**config.mk**
```make
export PLATFORM = sky130hd
export DESIGN_NAME = mtrr_mod
export DESIGN_NICKNAME = d
export VERILOG_FILES = /design/src/mtrr_pkg.sv /design/src/mtrr_mod.sv
export SDC_FILE = /design/constraint.sdc
export NUM_CORES = 1
export LEC_CHECK = 0
export BUFFER_PORTS_ARGS = -buffer_cell sky130_fd_sc_hd__buf_2
export CAP_MARGIN = 10
export CORE_ASPECT_RATIO = 0.75
export CORE_MARGIN = 2
export CORE_UTILIZATION = 62
export CTS_BUF_LIST = sky130_fd_sc_hd__clkbuf_4
export CTS_CLUSTER_SIZE = 30
export DETAILED_ROUTE_END_ITERATION = 8
export GPL_TIMING_DRIVEN = 0
export PLACE_DENSITY = 0.87
export SYNTH_ARGS = -nofsm -noshare
export SYNTH_HDL_FRONTEND = slang
export SYNTH_SLANG_ARGS = --single-unit
```
**constraint.sdc**
```tcl
create_clock -name clk -period 6.8 [get_ports clk]
set_input_delay 1.36 -clock clk [delete_from_list [all_inputs] [get_ports clk]]
set_output_delay 1.36 -clock clk [all_outputs]
set_load 0.05 [all_outputs]
```
**src/mtrr_pkg.sv**
```systemverilog
// mtrr_pkg: shared types, constants and word functions for the mt19937 ranged generator
// no dependencies; imported by mtrr_chain, mtrr_mod and mersenne_twister_ranged_rng_top

package mtrr_pkg;

  localparam int WORD_W           = 32;
  localparam int STATE_WORDS_DEF  = 624;
  localparam int TWIST_OFFSET_DEF = 397;

  localparam logic [WORD_W-1:0] SEED_RESET   = 32'h9d2c5680;
  localparam logic [WORD_W-1:0] SEED_MULT    = 32'd1812433253;
  localparam logic [WORD_W-1:0] TWIST_MATRIX = 32'h9908b0df;
  localparam logic [WORD_W-1:0] HIGH_BIT     = 32'h80000000;
  localparam logic [WORD_W-1:0] LOW_BITS     = 32'h7fffffff;
  localparam logic [WORD_W-1:0] TEMPER_B     = 32'h9d2c5680;
  localparam logic [WORD_W-1:0] TEMPER_C     = 32'hefc60000;

  // request beat
  typedef struct packed {
    logic [WORD_W-1:0] range_low;
    logic [WORD_W-1:0] range_high;
  } mtrr_in_t;

  // result beat
  typedef struct packed {
    logic [WORD_W-1:0] random_word;
    logic [WORD_W-1:0] ranged_value;
  } mtrr_out_t;

  // remainder unit status toward the control logic
  typedef struct packed {
    logic busy;
    logic done;
  } mtrr_div_stat_t;

  // one twist step from the head word, its successor and the far tap
  function automatic logic [WORD_W-1:0] mt_twist(input logic [WORD_W-1:0] head,
                                                 input logic [WORD_W-1:0] succ,
                                                 input logic [WORD_W-1:0] far_word);
    logic [WORD_W-1:0] y;
    logic [WORD_W-1:0] v;
    y = (head & HIGH_BIT) | (succ & LOW_BITS);
    v = far_word ^ (y >> 1);
    if (y[0]) begin
      v = v ^ TWIST_MATRIX;
    end
    return v;
  endfunction

  // output tempering
  function automatic logic [WORD_W-1:0] mt_temper(input logic [WORD_W-1:0] w);
    logic [WORD_W-1:0] y;
    y = w ^ (w >> 11);
    y = y ^ ((y << 7) & TEMPER_B);
    y = y ^ ((y << 15) & TEMPER_C);
    y = y ^ (y >> 18);
    return y;
  endfunction

  // seeding recurrence, low 32 bits of the product plus the word index
  function automatic logic [WORD_W-1:0] mt_seed_step(input logic [WORD_W-1:0] prev,
                                                     input logic [WORD_W-1:0] idx);
    logic [WORD_W-1:0] prod;
    prod = SEED_MULT * (prev ^ (prev >> 30));
    return prod + idx;
  endfunction

endpackage

```
**src/mtrr_mod.sv**
```systemverilog
// mtrr_mod: restoring remainder unit, one quotient bit per cycle over a 32-bit word
// depends on mtrr_pkg (word width, status struct)

module mtrr_mod import mtrr_pkg::*; (
  input  logic              clk,
  input  logic              rst,
  input  logic              start,
  input  logic [WORD_W-1:0] dividend,
  input  logic [WORD_W-1:0] divisor,
  input  logic              take,
  output mtrr_div_stat_t    stat,
  output logic [WORD_W-1:0] remainder
);

  localparam int CNT_W = $clog2(WORD_W);

  logic              busy;
  logic              done;
  logic [CNT_W-1:0]  cnt;
  logic [WORD_W-1:0] quo;
  logic [WORD_W-1:0] rem;
  logic [WORD_W-1:0] dvs;
  logic [WORD_W:0]   partial;
  logic [WORD_W:0]   diff;
  logic [WORD_W-1:0] rem_next;

  // bring down the next dividend bit and try a subtract
  assign partial  = {rem, quo[WORD_W-1]};
  assign diff     = partial - {1'b0, dvs};
  assign rem_next = diff[WORD_W] ? partial[WORD_W-1:0] : diff[WORD_W-1:0];

  assign stat.busy = busy;
  assign stat.done = done;
  assign remainder = rem;

  // control
  always_ff @(posedge clk) begin
    if (rst) begin
      busy <= 1'b0;
      done <= 1'b0;
      cnt  <= '0;
    end else begin
      if (start) begin
        busy <= 1'b1;
        cnt  <= '0;
      end else if (busy) begin
        cnt <= cnt + 1'b1;
        if (cnt == CNT_W'(WORD_W - 1)) begin
          busy <= 1'b0;
          done <= 1'b1;
        end
      end
      if (take) begin
        done <= 1'b0;
      end
    end
  end

  // datapath
  always_ff @(posedge clk) begin
    if (start) begin
      rem <= '0;
      quo <= dividend;
      dvs <= divisor;
    end else if (busy) begin
      rem <= rem_next;
      quo <= quo << 1;
    end
  end

endmodule

```
# After elaboration in Yosys (flattened, before gate mapping)
# Index checks and enable logic that the tools add are counted.
# W data, S select, Z words.
dict set report totals {
  ff_bits 103
  in_bits 68
  out_inout_bits 34
  wordCells 20
}
dict set report classes {
  add_sub_neg 2
  eq_ne 1
  mux 6
  bitwise 1
  n_reduce_logical 4
}
# op count
set ops {}
lappend ops {{$mux W32} 3}
lappend ops {{$sub A33 B32 Y33} 1}
lappend ops {{$add A5 B1 Y5 const B} 1}
lappend ops {{$eq A5 B5 Y1 const B} 1}
lappend ops {{$reduce_or A2 Y1} 2}
lappend ops {{$mux W1} 3}
lappend ops {{$reduce_and A3 Y1} 1}
lappend ops {{$reduce_bool A2 Y1} 1}
lappend ops {{$not A1 Y1} 1}

# Longest topological paths before layout
dict set report depth {
  depth_word 4
  mapped_depth 13
}

# Worst setup path before layout
# No wires, ideal clock.
dict set report synth_path {
  path_type {reg2reg}
  startpoint {reg rem[0] (netlist: remainder[0])}
  endpoint {reg rem[28] (netlist: remainder[28])}
  t_arrival_ps 2919
  t_required_ps 6714
  path_slack_ps 3795
  path_stages_with_launch 12
  n_path_buf 0
  period_less_slack_ps 3005
  cell_sequence {dfxtp_1 > inv_1 > fa_1 > nand2b_1 > a21o_1 > a21oi_1 > a31oi_1 > o2111ai_1 > a21oi_1 > or2_2 > mux2_2 > a211oi_1}
}
dict set report synth_via {
  elab_chain_len 2
}
# item line_no
set synth_lines {}
lappend synth_lines {{from (decl)} mtrr_mod.sv:21} ;# logic [WORD_W-1:0] rem;
lappend synth_lines {{from (signal assigned)} mtrr_mod.sv:66} ;# rem <= rem_next;
lappend synth_lines {{$sub A33 B32 Y33} mtrr_mod.sv:29} ;# assign diff = partial - {1'b0, dvs};
lappend synth_lines {{$mux W32} mtrr_mod.sv:30} ;# assign rem_next = diff[WORD_W] ? partial[WORD_W-1:0] : diff[WORD_W-1:0];
# Every way passes these cells.
# A chain may end at the register's enable or synchronous reset.

# Worst setup path after layout
dict set report layout_path {
  startpoint {in start}
  endpoint {reg quo[3] (enable)}
}
dict set report layout_via {
  elab_chain_len 1
}
# item line_no
set layout_lines {}
lappend layout_lines {{from (decl)} mtrr_mod.sv:7} ;# input logic start,
lappend layout_lines {{$reduce_bool A2 Y1 (no source line)} -}
lappend layout_lines {{to (signal assigned)} mtrr_mod.sv:63} ;# quo <= dividend;
lappend layout_lines {{to (signal assigned)} mtrr_mod.sv:67} ;# quo <= quo << 1;
lappend layout_lines {{to (decl)} mtrr_mod.sv:20} ;# logic [WORD_W-1:0] quo;
# Every way passes these cells.

==> impl_results.md <==
- Status: finished clean
- Starting Density: 63.2%
- CTS H-tree depth: 3
- Wire length on met2: 6.44 mm
- DRC viols: 0
- DR iter-0 viols: 405
- Core Area: 9580 um2
- ANT cells: 0
- DP HPWL: 10.2 mm
- Routed wire length: 13.9 mm
- Leak: 2.93 nW
- Gr ovfl total: 0
- Setup Skew: 0.0151 ns
- Async SR Flop Fraction: 0%
- Total global routing track utilization: 27.3%
- Syn Inst Count: 581
- Share of the synthesized area in the top cell type: 31.7%
- First-pass GRT wire length: 23.0 mm
- Post-synthesis sequential area ratio: 44.6%
- Cell Pwr Density: 221 nW/um2
- RSZ-0062 raised after global routing: false
- Cts hold-fix bufs: 0
- Worst-path clk slew: 0.15 ns
- Post-synth EDFFs: 64
- Hold Worst Slack: 0.528 ns
- ANT nets after route: 0
- Slew of the pin with the lowest slew margin: 0.809 ns
- Clock Sinks: 103
- Synth area leaders: edfxtp_1 (32%), dfxtp_1 (13%), ha_1 (7.0%)
- Vias post-DR: 4892
- Longest Clk Path Bufs: 2
- Top Layer Used: met4
- Share of layout cells above drive strength 1: 24.9%
- Yosys top cell by area: edfxtp_1
- Most frequent cell after synthesis: edfxtp_1
- Chip Width: 118 um
- Critical path class: in2reg
- DIE AREA: 10600 um2
- Hold path depth: 2
- Top FF cell, synth: edfxtp_1
- Die height: 89.6 um
- CP Capture Type: flop
- Filler instances: 724
- 1st-pass router iterations: 5
- Vias in the first global route: 4695
- Worst-skew pair later-pin latency: 0.47 ns
- Distinct cell type count after synthesis: 60
- Synth top cells by count: edfxtp_1 (64), nor2_1 (56), inv_1 (42), dfxtp_1 (39)
- Avg Vias per Cell: 5.89
- WL/cell: 16.7 um
- Slew headroom: 46.1%
- Met3 routed WL: 942 um
- # setup viols final: 0
- Final hold violation count: 0
- Max FO, Critical Path: 33
- Initial antenna violation count: 0
- Clock root buffer: clkbuf_4
- NumNets Final: 796
- PortBufs: 101
- Maximum capacitance violations: 0
- VDD IR max: 155 uV
- Core Util, Final: 71.7%
- GP Congestion: 0.945
- Setup TNS: 0 ns
- Yosys Warn Count: 0
- Post-CTS sizing: 0
- Post-CTS Setup Repair Bufs: 0
- Synthesized net count: 684
- Fin. max-slew vios: 0
- Largest net degree at the start of global routing: 34
- Yosys reg bits: 103
- Crit path DAT: 3.57 ns
- I/O Pins: 102
- CTS buffer count: 9
- Max Clk Rate: 0.290 GHz
- CP Data Required Time: 6.92 ns
- Startpoint Class: input pin
- Fin crit share: 50.7%
- Synth-to-Final Area Change: 13.5%
- FP Rows: 31
- Worst min path class: reg2reg
- Reg2reg path depth: 12
- Fin crit period: 3.45 ns
- Synthesized cell area: 6050 um2
- CTS tree: yes
- Mapped Avg Cell Area: 10.4 um2
- Met1 wire length: 6.34 mm
cell type report:
type                       instances  area [um2]  area share (%)
multi-input combinational        409        3060            44.5
sequential                       103        2700            39.3
timing repair buffer             101         505            7.36
tap                              132         165            2.40
inverter                          42         158            2.30
buffer                            27         136            1.99
clock inverter                     7        77.6            1.13
clock buffer                       9        67.6           0.984
metrics by stage:
| step | setup WS [ns] | area, um2 | instances | total power, W |
|---|---|---|---|---|
| finish | 3.35 | 6870 | 830 | 0.00152 |
| global route | 3.19 | 6870 | 830 | 0.00160 |
| CTS | 3.36 | 6870 | 830 | 0.00152 |
| detailed placement | 2.81 | 6720 | 814 | 0.00119 |
| global placement | 2.95 | 6720 | 814 | 0.00118 |
| floorplan | 3.80 | 6050 | 581 | 0.00108 |
kinds of logic after synthesis:
family,after synthesis,synth area share [%]
xor+xnor,27,4.22
simple gates,146,11.7
buf+inv,69,4.86
flops,103,44.6
fa+ha+maj,35,7.36
mux,63,11.1
compound gates,138,16.1
per-layer routing:
metal  track usage (%)  up-vias
met2              45.8      194
met1              36.8     2338
met5                 0        -
li1                  -     2344
met3              5.37       16
met4              7.45        0
cell usage in the layout (no fill, tap or decap), types with 5 or more instances in the layout:
cell type,n
o211ai_1,5
clkbuf_1,18
o21ai_0,20
mux2_2,34
inv_1,42
dfxtp_1,39
xnor2_1,17
mux2i_1,29
nor2_1,56
nand3_1,8
nand2b_1,10
a211oi_1,30
xor2_1,9
edfxtp_1,64
nand2_1,29
o21a_1,5
clkbuf_4,9
buf_2,105
nor3_1,12
a31oi_1,6
ha_1,34
and3_1,8
a21o_1,14
a21oi_1,30
flip-flops by register name (all words and copies together), names as in the netlist:
| name | count |
|---|---|
| busy | 1 |
| cnt | 5 |
| done | 1 |
| dvs | 32 |
| quo | 32 |
| remainder | 32 |
worst max-delay path, stage by stage:
cell and delay (ns):
buf_2 0.62, clkbuf_1 0.39, clkbuf_1 0.46, or2_2 0.70
path summary, 6_finish.rpt:
kind | startpoint | end | slack [ns]
worst max-delay path | start | quo[3] | 3.35
worst min-delay path | remainder[23] | remainder[23] | 0.53
worst max register to register | quo[31] | remainder[28] | 3.64
worst min register to register | remainder[23] | remainder[23] | 0.53
power breakdown:
group          internal, W  total, W  switching, W
Combinational     0.000168  0.000439      0.000270
Sequential        0.000721  0.000750     0.0000286
Clock             0.000116  0.000330      0.000214
(Power assumes the default switching activity.)
